<file path="src/rtl/rmdc_pkg.sv">
// Shared types and constants for the maze carver.
package rmdc_pkg;

	localparam int ROWS_DEF = 11;
	localparam int COLS_DEF = 11;

	// width of the visited-store epoch tag
	localparam int EP_W = 4;

	// directions tried per frame before it is exhausted
	localparam logic [2:0] TRIES_ALL = 3'd4;

	typedef enum logic {
		CMD_START = 1'b0,
		CMD_ENTER = 1'b1
	} cmd_t;

	typedef enum logic [1:0] {
		DIR_EAST  = 2'd0,
		DIR_SOUTH = 2'd1,
		DIR_WEST  = 2'd2,
		DIR_NORTH = 2'd3
	} dir_t;

	typedef enum logic [2:0] {
		S_CLR,
		S_IDLE,
		S_ENTER,
		S_TRY,
		S_POP,
		S_CHK,
		S_RES
	} state_t;

endpackage

</file>
<file path="src/rtl/random_maze_dfs_carver_top.sv">
// Randomised depth-first maze carver: control, visited store and walk stack.
//
//  channel | valid     | stall     | beat fields
//  --------+-----------+-----------+----------------------------------------------
//  in      | in_valid  | in_stall  | command start_row start_col turn_bit first_dir
//  out     | out_valid | out_stall | wall_row wall_col next_row next_col done_res
//
// Flow: after acceptance ENTER marks and pushes the entered cell; each in-grid direction
// tried passes TRY (store read) and CHK (tag compare), an off-grid one TRY, a popped
// frame TRY and POP (bottom frame TRY, then TRY to see the stack empty); RES loads the
// result register. Reset: a clearing pass writes tag zero to the visited store with the
// input stalled; a start beat reruns it once every 2**EP_W-1 starts, when the tag wraps.
// Stalls: one beat at a time; the next input beat is taken while a result still waits.
module random_maze_dfs_carver_top #(
	parameter int ROWS = rmdc_pkg::ROWS_DEF,
	parameter int COLS = rmdc_pkg::COLS_DEF
) (
	input  logic       clk,
	input  logic       arst_n,
	input  logic       in_valid,
	output logic       in_stall,
	input  logic       command,
	input  logic [3:0] start_row,
	input  logic [3:0] start_col,
	input  logic       turn_bit,
	input  logic [1:0] first_dir,
	output logic       out_valid,
	input  logic       out_stall,
	output logic [4:0] wall_row,
	output logic [4:0] wall_col,
	output logic [3:0] next_row,
	output logic [3:0] next_col,
	output logic       done_res
);

	localparam int CELLS = ROWS * COLS;
	localparam int RW    = $clog2(ROWS + 2);   // holds 0..ROWS+1 for neighbours
	localparam int CW    = $clog2(COLS + 2);
	localparam int IW    = $clog2(CELLS);
	localparam int DW    = $clog2(CELLS + 1);
	localparam int EPW   = rmdc_pkg::EP_W;
	localparam int FW    = RW + CW + 6;        // row, col, turn, dir, tries
	localparam logic [EPW-1:0] EP_MAX = {EPW{1'b1}};

	// cell number from 1-based coordinates
	function automatic logic [IW-1:0] cell_idx(input logic [RW-1:0] r,
		input logic [CW-1:0] c);
		return IW'(32'(r - RW'(1)) * COLS + 32'(c - CW'(1)));
	endfunction

	rmdc_pkg::state_t state_q, state_nxt;

	// control registers
	logic [IW-1:0]  clr_q;
	logic [EPW-1:0] ep_q;
	logic [DW-1:0]  depth_q;
	logic           fin_q;
	logic [RW-1:0]  pend_r_q;
	logic [CW-1:0]  pend_c_q;
	logic           ovalid_q;

	// cell being entered
	logic [RW-1:0] ent_r_q;
	logic [CW-1:0] ent_c_q;
	logic          ent_turn_q;
	logic [1:0]    ent_dir_q;

	// top stack frame, kept in flops; frames below it live in the stack memory
	logic [RW-1:0] top_r_q;
	logic [CW-1:0] top_c_q;
	logic          top_turn_q;
	logic [1:0]    top_dir_q;
	logic [2:0]    top_tries_q;

	// neighbour under test and its wall
	logic [RW-1:0] nb_r_q;
	logic [CW-1:0] nb_c_q;
	logic [4:0]    wall_r_q;
	logic [4:0]    wall_c_q;
	logic          res_done_q;

	// output register
	logic [4:0] owall_r_q, owall_c_q;
	logic [3:0] onext_r_q, onext_c_q;
	logic       odone_q;

	// memories
	logic [EPW-1:0] vis_mem [CELLS];
	logic [FW-1:0]  stk_mem [CELLS];
	logic           vis_we, vis_re, stk_we, stk_re;
	logic [IW-1:0]  vis_waddr, vis_raddr, stk_waddr, stk_raddr;
	logic [EPW-1:0] vis_wdata, vis_rdata_q;
	logic [FW-1:0]  stk_wdata, stk_rdata_q;

	// neighbour arithmetic
	logic [RW-1:0] nb_r;
	logic [CW-1:0] nb_c;
	logic [RW:0]   wall_r;
	logic [CW:0]   wall_c;
	logic          nb_in_grid;
	logic [1:0]    dir_adv;
	logic [RW-1:0] sat_r;
	logic [CW-1:0] sat_c;

	logic in_acc, is_start, do_push, top_done, stack_empty, nb_open, res_load;

	assign in_acc      = in_valid && !in_stall;
	assign is_start    = command == rmdc_pkg::CMD_START;
	assign do_push     = depth_q < DW'(CELLS);
	assign top_done    = top_tries_q == rmdc_pkg::TRIES_ALL;
	assign stack_empty = depth_q == '0;
	assign nb_open     = vis_rdata_q != ep_q;
	assign res_load    = !ovalid_q || !out_stall;
	assign dir_adv     = top_turn_q ? 2'd1 : 2'd3;

	always_comb begin
		nb_r   = top_r_q;
		nb_c   = top_c_q;
		wall_r = {top_r_q, 1'b0};
		wall_c = {top_c_q, 1'b0};
		unique case (rmdc_pkg::dir_t'(top_dir_q))
			rmdc_pkg::DIR_EAST: begin
				nb_c   = top_c_q + CW'(1);
				wall_c = {top_c_q, 1'b0} + (CW + 1)'(1);
			end
			rmdc_pkg::DIR_SOUTH: begin
				nb_r   = top_r_q + RW'(1);
				wall_r = {top_r_q, 1'b0} + (RW + 1)'(1);
			end
			rmdc_pkg::DIR_WEST: begin
				nb_c   = top_c_q - CW'(1);
				wall_c = {top_c_q, 1'b0} - (CW + 1)'(1);
			end
			rmdc_pkg::DIR_NORTH: begin
				nb_r   = top_r_q - RW'(1);
				wall_r = {top_r_q, 1'b0} - (RW + 1)'(1);
			end
			default: begin
				nb_r = top_r_q;
			end
		endcase
		nb_in_grid = nb_r != '0 && nb_r <= RW'(ROWS) && nb_c != '0 && nb_c <= CW'(COLS);
	end

	// start cell saturated into the grid
	always_comb begin
		priority if (start_row == 4'd0)
			sat_r = RW'(1);
		else if (int'(start_row) > ROWS)
			sat_r = RW'(ROWS);
		else
			sat_r = RW'(start_row);
		priority if (start_col == 4'd0)
			sat_c = CW'(1);
		else if (int'(start_col) > COLS)
			sat_c = CW'(COLS);
		else
			sat_c = CW'(start_col);
	end

	// next state
	always_comb begin
		state_nxt = state_q;
		unique case (state_q)
			rmdc_pkg::S_CLR: begin
				if (clr_q == IW'(CELLS - 1))
					state_nxt = fin_q ? rmdc_pkg::S_IDLE : rmdc_pkg::S_ENTER;
			end
			rmdc_pkg::S_IDLE: begin
				if (in_acc) begin
					if (is_start)
						state_nxt = (ep_q == EP_MAX) ? rmdc_pkg::S_CLR : rmdc_pkg::S_ENTER;
					else
						state_nxt = fin_q ? rmdc_pkg::S_RES : rmdc_pkg::S_ENTER;
				end
			end
			rmdc_pkg::S_ENTER: state_nxt = rmdc_pkg::S_TRY;
			rmdc_pkg::S_TRY: begin
				priority if (stack_empty)
					state_nxt = rmdc_pkg::S_RES;
				else if (top_done)
					state_nxt = (depth_q > DW'(1)) ? rmdc_pkg::S_POP : rmdc_pkg::S_TRY;
				else if (nb_in_grid)
					state_nxt = rmdc_pkg::S_CHK;
				else
					state_nxt = rmdc_pkg::S_TRY;
			end
			rmdc_pkg::S_POP: state_nxt = rmdc_pkg::S_TRY;
			rmdc_pkg::S_CHK: state_nxt = nb_open ? rmdc_pkg::S_RES : rmdc_pkg::S_TRY;
			rmdc_pkg::S_RES: begin
				if (res_load)
					state_nxt = rmdc_pkg::S_IDLE;
			end
			default: state_nxt = rmdc_pkg::S_CLR;
		endcase
	end

	// memory controls and handshake
	always_comb begin
		in_stall  = state_q != rmdc_pkg::S_IDLE;
		vis_we    = 1'b0;
		vis_waddr = clr_q;
		vis_wdata = '0;
		vis_re    = 1'b0;
		vis_raddr = cell_idx(nb_r, nb_c);
		stk_we    = 1'b0;
		stk_waddr = IW'(depth_q - DW'(1));
		stk_wdata = {top_r_q, top_c_q, top_turn_q, top_dir_q, top_tries_q};
		stk_re    = 1'b0;
		stk_raddr = IW'(depth_q - DW'(2));
		unique case (state_q)
			rmdc_pkg::S_CLR: vis_we = 1'b1;
			rmdc_pkg::S_ENTER: begin
				vis_we    = 1'b1;
				vis_waddr = cell_idx(ent_r_q, ent_c_q);
				vis_wdata = ep_q;
				stk_we    = do_push && !stack_empty;
			end
			rmdc_pkg::S_TRY: begin
				vis_re = !stack_empty && !top_done && nb_in_grid;
				stk_re = !stack_empty && top_done && depth_q > DW'(1);
			end
			default: begin
				vis_we = 1'b0;
			end
		endcase
	end

	always_ff @(posedge clk) begin
		if (vis_we)
			vis_mem[vis_waddr] <= vis_wdata;
		if (vis_re)
			vis_rdata_q <= vis_mem[vis_raddr];
	end

	always_ff @(posedge clk) begin
		if (stk_we)
			stk_mem[stk_waddr] <= stk_wdata;
		if (stk_re)
			stk_rdata_q <= stk_mem[stk_raddr];
	end

	// control state
	always_ff @(posedge clk or negedge arst_n) begin
		if (!arst_n) begin
			state_q  <= rmdc_pkg::S_CLR;
			clr_q    <= '0;
			ep_q     <= '0;
			depth_q  <= '0;
			fin_q    <= 1'b1;
			pend_r_q <= '0;
			pend_c_q <= '0;
			ovalid_q <= 1'b0;
		end else begin
			state_q <= state_nxt;
			unique case (state_q)
				rmdc_pkg::S_CLR: begin
					clr_q <= (clr_q == IW'(CELLS - 1)) ? '0 : clr_q + IW'(1);
				end
				rmdc_pkg::S_IDLE: begin
					if (in_acc && is_start) begin
						depth_q <= '0;
						fin_q   <= 1'b0;
						ep_q    <= (ep_q == EP_MAX) ? EPW'(1) : ep_q + EPW'(1);
					end
				end
				rmdc_pkg::S_ENTER: begin
					if (do_push)
						depth_q <= depth_q + DW'(1);
				end
				rmdc_pkg::S_TRY: begin
					if (stack_empty) begin
						fin_q    <= 1'b1;
						pend_r_q <= '0;
						pend_c_q <= '0;
					end else if (top_done) begin
						depth_q <= depth_q - DW'(1);
					end
				end
				rmdc_pkg::S_CHK: begin
					if (nb_open) begin
						pend_r_q <= nb_r_q;
						pend_c_q <= nb_c_q;
					end
				end
				default: begin
					clr_q <= clr_q;
				end
			endcase
			if (state_q == rmdc_pkg::S_RES && res_load)
				ovalid_q <= 1'b1;
			else if (!out_stall)
				ovalid_q <= 1'b0;
		end
	end

	// payload
	always_ff @(posedge clk) begin
		unique case (state_q)
			rmdc_pkg::S_IDLE: begin
				if (in_acc) begin
					ent_r_q    <= is_start ? sat_r : pend_r_q;
					ent_c_q    <= is_start ? sat_c : pend_c_q;
					ent_turn_q <= turn_bit;
					ent_dir_q  <= first_dir;
					res_done_q <= 1'b1;
				end
			end
			rmdc_pkg::S_ENTER: begin
				if (do_push) begin
					top_r_q     <= ent_r_q;
					top_c_q     <= ent_c_q;
					top_turn_q  <= ent_turn_q;
					top_dir_q   <= ent_dir_q;
					top_tries_q <= '0;
				end
			end
			rmdc_pkg::S_TRY: begin
				if (stack_empty) begin
					res_done_q <= 1'b1;
				end else if (!top_done) begin
					top_tries_q <= top_tries_q + 3'd1;
					top_dir_q   <= top_dir_q + dir_adv;
					nb_r_q      <= nb_r;
					nb_c_q      <= nb_c;
					wall_r_q    <= 5'(wall_r);
					wall_c_q    <= 5'(wall_c);
					res_done_q  <= 1'b0;
				end
			end
			rmdc_pkg::S_POP: begin
				{top_r_q, top_c_q, top_turn_q, top_dir_q, top_tries_q} <= stk_rdata_q;
			end
			rmdc_pkg::S_RES: begin
				if (res_load) begin
					owall_r_q <= res_done_q ? 5'd0 : wall_r_q;
					owall_c_q <= res_done_q ? 5'd0 : wall_c_q;
					onext_r_q <= res_done_q ? 4'd0 : 4'(nb_r_q);
					onext_c_q <= res_done_q ? 4'd0 : 4'(nb_c_q);
					odone_q   <= res_done_q;
				end
			end
			default: begin
				res_done_q <= res_done_q;
			end
		endcase
	end

	assign out_valid = ovalid_q;
	assign wall_row  = owall_r_q;
	assign wall_col  = owall_c_q;
	assign next_row  = onext_r_q;
	assign next_col  = onext_c_q;
	assign done_res  = odone_q;

`ifndef NO_ASSERTIONS
	a_depth_bound: assert property (@(posedge clk) disable iff (!arst_n)
		depth_q <= DW'(CELLS))
		else $error("stack depth beyond grid size");

	a_done_zero: assert property (@(posedge clk) disable iff (!arst_n)
		out_valid && done_res |->
			wall_row == 5'd0 && wall_col == 5'd0 && next_row == 4'd0 && next_col == 4'd0)
		else $error("done beat carries non-zero coordinates");

	a_epoch_live: assert property (@(posedge clk) disable iff (!arst_n)
		!fin_q |-> ep_q != '0)
		else $error("walk running with the reset epoch tag");

	a_open_result: assert property (@(posedge clk) disable iff (!arst_n)
		state_q == rmdc_pkg::S_CHK && nb_open |=> state_q == rmdc_pkg::S_RES && !fin_q)
		else $error("open neighbour did not produce a result");
`endif

endmodule
</file>
<file path="config.mk">
export PLATFORM = sky130hd
export DESIGN_NAME = random_maze_dfs_carver_top
export DESIGN_NICKNAME = d
export VERILOG_FILES = /design/src/rtl/rmdc_pkg.sv /design/src/rtl/random_maze_dfs_carver_top.sv
export SDC_FILE = /design/constraint.sdc
export NUM_CORES = 2
export LEC_CHECK = 0
export BUFFER_PORTS_ARGS = -buffer_cell sky130_fd_sc_hd__buf_2
export CORE_MARGIN = 2
export CORE_UTILIZATION = 45
export CTS_CLUSTER_DIAMETER = 40
export CTS_CLUSTER_SIZE = 28
export DETAILED_ROUTE_END_ITERATION = 12
export GPL_ROUTABILITY_DRIVEN = 0
export PLACE_DENSITY = 0.66
export SYNTH_ARGS = -nofsm -noshare
export SYNTH_HDL_FRONTEND = slang
export SYNTH_SLANG_ARGS = --single-unit
</file>
<file path="constraint.sdc">
create_clock -name clk -period 9.7 [get_ports clk]
set_input_delay 0.97 -clock clk [delete_from_list [all_inputs] [get_ports clk]]
set_output_delay 0.97 -clock clk [all_outputs]
set_load 0.005 [all_outputs]
</file>
Word level (Yosys, flattened, before mapping)
Memories as Yosys holds them, arrays and structs flattened. A register that Yosys moved wholly into a read port is not among the register bits.
Index checks and enable logic that the tools add are counted.
{"block": "classes", "addsub": 21, "multipliers": 2, "n_lt_le_gt_ge": 6, "n_eq_ne": 26, "muxes": 69, "n_bitwise": 3, "n_reduce_logical": 42}
{"operator": "two-way mux 4 bit", "count": 13}
{"operator": "case mux 4 bit (2 select lines)", "count": 6}
{"operator": "two-way mux 7 bit", "count": 6}
{"operator": "two-way mux 3 bit", "count": 13}
{"operator": "case mux 7 bit (3 select lines)", "count": 1}
{"operator": "!= test 2 bit, second input constant", "count": 10}
{"operator": "case mux 5 bit (2 select lines)", "count": 2}
{"operator": "subtractor 4 x 1 -> 5 bit, second input constant", "count": 4}
{"operator": "case mux 3 bit (6 select lines)", "count": 1}
{"operator": "two-way mux 1 bit", "count": 16}
{"operator": "AND reduction 3 bit", "count": 5}
{"operator": "adder 7 x 1 -> 7 bit, second input constant", "count": 2}
{"operator": "adder 7 x 5 -> 7 bit", "count": 2}
{"operator": "multiplier 5 x 5 -> 7 bit, second input constant", "count": 2}
{"operator": "adder 4 x 1 -> 4 bit, second input constant", "count": 3}
{"operator": "equality test 3 bit, second input constant", "count": 4}
{"operator": "two-way mux 2 bit", "count": 6}
{"operator": "logical AND 1 bit", "count": 11}
{"operator": "adder 5 x 1 -> 5 bit, second input constant", "count": 2}
{"operator": "subtractor 5 x 1 -> 5 bit, second input constant", "count": 2}
{"operator": "case mux 3 bit (3 select lines)", "count": 1}
{"operator": "> comparator 4 bit, second input constant", "count": 2}
{"operator": "less-or-equal comparator 4 bit, second input constant", "count": 2}
{"operator": "zero test 4 bit", "count": 2}
{"operator": "other kinds (32)", "count": 51}
{"block": "totals", "regBits": 94, "ramBits": 2178, "input_bits": 16, "output_inout_bits": 21, "word_cells": 198, "mem_count": 2}
{"memory": "stk_mem", "depth": 121, "width": 14, "rd": 1, "rd_clocked_by_memory_dff": 1, "wr": 1, "line": "random_maze_dfs_carver_top.sv:89", "rtl": "logic [FW-1:0] stk_mem [CELLS];"}
{"memory": "vis_mem", "depth": 121, "width": 4, "rd": 1, "rd_clocked_by_memory_dff": 1, "wr": 1, "line": "random_maze_dfs_carver_top.sv:88", "rtl": "logic [EPW-1:0] vis_mem [CELLS];"}

Depth between registers and ports, before layout
{"block": "logic_depth", "word_depth": 10, "mapped_depth": 25, "mapped_depth_nobuf": 24}

Least setup slack after synthesis
No wires, ideal clock.
{"block": "synth_path", "kind": "reg-to-reg", "startpoint": "reg top_dir_q[0]", "endpoint": "reg vis_rdata_q[2] (read register of vis_mem) (data pin)", "setup_ps": 255, "arrival_ps": 6800, "t_required_ps": 9445, "slack_ps": 2645, "path_stages_with_launch": 25, "path_buffers": 1, "period_less_slack_ps": 7055, "cell_sequence": "edfxtp_1 buf_6 inv_1 nand2_1 xnor2_1 ha_1 or4b_1 nand3_1 and2_1 and3_4 inv_1 fa_1 inv_1 ha_1 inv_1 fa_1 inv_1 ha_1 a21o_1 a21oi_1 xnor2_1 xnor2_1 xnor3_4 a211o_1 and3_1"}
{"block": "synth_between", "elab_chain_cells": 8, "elab_cells_between_ends": 19, "cone_classes": "3 x add/sub; 1 x mul; 2 x order compare; 3 x eq/ne; 3 x mux; 7 x reduce/logical"}
{"item": "from (decl)", "line": "random_maze_dfs_carver_top.sv:72", "rtl": "logic [1:0] top_dir_q;"}
{"item": "from (signal assigned)", "line": "random_maze_dfs_carver_top.sv:314", "rtl": "top_dir_q <= ent_dir_q;"}
{"item": "from (signal assigned)", "line": "random_maze_dfs_carver_top.sv:323", "rtl": "top_dir_q <= top_dir_q + dir_adv;"}
{"item": "from (signal assigned)", "line": "random_maze_dfs_carver_top.sv:332", "rtl": "{top_r_q, top_c_q, top_turn_q, top_dir_q, top_tries_q} <= stk_rdata_q;"}
{"item": "branches (longest 8 deep; another with multiplier 5 x 5 -> 7 bit)"}
{"item": "to (decl)", "line": "random_maze_dfs_carver_top.sv:92", "rtl": "logic [EPW-1:0] vis_wdata, vis_rdata_q;"}
Several ways; the timed one is not identified.
A chain may end at the register's enable or synchronous reset.

Final worst setup path
{"block": "layout_path", "startpoint": "reg top_dir_q[1]", "endpoint": "reg vis_rdata_q[3] (read register of vis_mem) (data pin)"}
{"block": "layout_between", "elab_cells_between_ends": 19, "cone_classes": "3 x add/sub; 1 x mul; 2 x order compare; 3 x eq/ne; 3 x mux; 7 x reduce/logical"}
{"item": "equality test 2 bit or zero test 2 bit (tied branches)", "line": "random_maze_dfs_carver_top.sv:121", "rtl": "unique case (rmdc_pkg::dir_t'(top_dir_q))"}
{"item": "case mux 4 bit (2 select lines) *", "line": "random_maze_dfs_carver_top.sv:121"}
{"item": "named net nb_c[2]", "line": "random_maze_dfs_carver_top.sv:97", "rtl": "logic [CW-1:0] nb_c;"}
{"item": "branches (longest 5 deep; another with adder 7 x 5 -> 7 bit)"}
Mark *: on every way through the listed nets, which the timed path passes.

==> impl_results.md <==
* Hold-fix buffers, CTS at 0
* R2R cell count at 19
* Critical path peak fanout at 61
* Remaining global-route overflow at 0
* Pins Over Slew Limit at 0
* Inserted Clock Buffers at 289
* # IOs at 37
* Post-layout min period at 6.94 ns
* FFs w/ async S/R, synth at 0.0135
* Area of the multi-input gates at 21,200 um2
* Resized Gates After CTS at 0
* Yosys reg bits at 2,290
* Post-synth cell types at 72
* Setup bufs post-CTS at 0
* Setup_tns at 0 ns
* Die width at 454 um
* Post-DP HPWL at 121 mm
* CTS sink count at 2,290
* Fillers at 15,508
* Critical path class: reg -> reg
* Area Growth Syn to Fin at 14.7%
* Fmax at 144 MHz
* DR DRC count at 0
* RSZ-0062 raised after global routing: false
* Syn_nets at 4,485
* Pin count of the biggest net entering global routing at 126
* Total Routed Length at 210 mm
* Initial antenna violation count at 4
* Post-Synthesis Cells at 4,414
* Worst EP required at 10.47 ns
* Vias at 44,934
* Rows at 165
* Crit start category: register
* Final setup skew at 0.0613 ns
* # port buffers at 36
* Max-cap viol count at 0
* Vias/cell at 5.94
* Register area at 68,600 um2
* Crit. End Element: register
* Register area share after synthesis at 0.754
* Router iterations before antenna repair at 7
* Status: finished clean
* Maximum clock insertion buffer count at 4
* Number of flops mapped to enable cells by yosys at 2,259
* Initial drt markers at 5,383
* Final Hold Viols at 0
* Avg WL per Cell at 27.8 um
* Worst Path Arrival at 7.71 ns
* Core area at 201,000 um2
* Worst Tran Pin Value at 1.41 ns
* Final Cycle Share at 0.715
* Total GRT Usage at 0.205
* First-pass GRT wire length at 311 mm
* Share of layout cells above drive strength 1 at 0.276
* H-tree Lvls at 5
* Setup violations, final at 0
* Die height at 454 um
* Worst-path clk slew at 0.06 ns
* ANT nets after route at 0
* CTS tree: yes
* Predominant post-synthesis flop cell: edfxtp_1
* Number of nets in the layout at 4,742
* Clock root buffer: clkbuf_16
* Vias in the first global route at 45,341
* Starting Density at 0.452
* Worst-Skew Late Latency at 0.93 ns
* Hold Crit Class: in -> async
* Syn_area_per_cell at 20.6 um2
* Slew HR at 0.0557
* Ys Warns at 0
* Post-Syn Area at 91,000 um2
* Die ar. at 206,000 um2
## worst max-delay path, stage by stage, from the launching register on
cell	delay, ns
edfxtp_1	1.04
nand2_1	0.34
xnor2_1	0.22
ha_1	0.19
or4b_1	0.52
a21o_1	0.19
and2_1	0.18
inv_1	0.11
xnor2_1	0.10
fa_1	0.54
inv_1	0.04
ha_1	0.30
ha_4	0.87
nor2b_1	0.42
buf_4	0.30
a32oi_1	0.21
o21ai_0	0.14
a22o_1	0.25
a221oi_1	0.48
mux4_1	0.35
## Yosys cell counts, types with 24 or more instances
library cell | instances | area, um2
inv_1 | 81 | 304
ha_1 | 43 | 538
mux4_2 | 613 | 13800
clkbuf_1 | 146 | 548
nor2b_1 | 27 | 169
xnor2_1 | 38 | 333
edfxtp_1 | 2259 | 67800
o21ai_0 | 81 | 405
nand3_1 | 71 | 355
nand2_1 | 233 | 875
a32oi_1 | 24 | 210
a21oi_1 | 64 | 320
buf_2 | 45 | 225
nor2_1 | 274 | 1030
mux2i_1 | 87 | 871
dfrtp_1 | 30 | 751
nor3_1 | 26 | 130
## layout by cell type (no fill, tap or decap), types with 16 or more instances in the layout
cell type,Yosys,routed
buf_2,45,36
clkinv_2,0,17
o21ai_0,81,81
edfxtp_1,2259,2259
dfrtp_1,30,28
mux2i_1,87,87
clkbuf_1,146,18
nor3_1,26,26
nor2_1,274,241
inv_8,0,33
nor2b_1,27,27
clkinv_1,1,22
xor2_1,19,18
clkbuf_16,0,296
nand2_1,233,233
clkinv_4,0,28
inv_1,81,81
nor2_2,0,33
a21oi_1,64,64
clkinvlp_4,0,22
nand3_1,71,71
mux4_2,613,613
buf_4,6,158
xnor2_1,38,33
a211oi_1,17,16
inv_6,0,47
ha_1,43,40
a32oi_1,24,24
## path summary, 6_finish.rpt
path,startpoint,endpoint,slack (ns)
max,top_dir_q[1],vis_rdata_q[3],2.76
min,arst_n,depth_q[0],0.19
max reg2reg,top_dir_q[1],vis_rdata_q[3],2.76
min reg2reg,clr_q[5],clr_q[5],0.52
max in group asynchronous,arst_n,depth_q[1],8.88
min in group clk,out_stall,out_valid,0.35
## sequential cells by signal, summed over array words and instances, names as in the netlist, 4 cells and up
signal and flops:
stk_mem 1694, vis_mem 484, stk_rdata_q 14, clr_q 7, depth_q 7, wall_c_q 5, wall_col 5, wall_r_q 5
wall_row 5, ent_c_q 4, ent_r_q 4, ep_q 4, nb_c_q 4, nb_r_q 4, next_col 4, next_row 4
pend_c_q 4, pend_r_q 4, top_c_q 4, top_r_q 4, vis_rdata_q 4
## per-stage QoR
stage                     area (um2)  utilization  hold slack, ns  instances  setup WS, ns
after floorplan                91000            -           0.462       4414          2.64
after global placement         95000        0.471           0.504       7052          2.84
after detailed placement       95000        0.471           0.518       7052          2.76
after CTS                     104000        0.518           0.152       7559          2.76
after global routing          104000        0.518           0.212       7560          2.41
final                         104000        0.518           0.191       7561          2.76
## cell type report
type	instances	area share
clock inverter	193	0.0186
timing repair buffer	200	0.0142
inverter	82	0.00295
multi-input combinational	1808	0.203
sequential	2290	0.657
clock buffer	314	0.0716
tap	2672	0.0320
antenna	2	0.0000479
## cell families (layout without fill, tap and decap cells)
group / count (synthesis) / count (layout) / share of synthesized area
adder cells (fa/ha/maj): 55 / 55 / 0.00855
multiplexers: 709 / 709 / 0.163
buffers and inverters: 316 / 789 / 0.0150
XOR/XNOR: 59 / 59 / 0.00608
flip-flops: 2290 / 2290 / 0.754
other: 0 / 2 / 0
AO/OA/AOI/OAI: 285 / 285 / 0.0203
AND/OR/NAND/NOR: 700 / 700 / 0.0335
## routing by layer
metal  GRT usage  up-vias  wire length [um]
li1            -    18742                 -
met1       0.297    23891             87700
met2       0.320     1980            100000
met3      0.0396      319             16700
met4      0.0583        2              5270
met5           0        -                 7
Power is left out: the tool's default activity adds up to more than one toggle a clock period on the data nets, which glitch-free logic cannot reach.
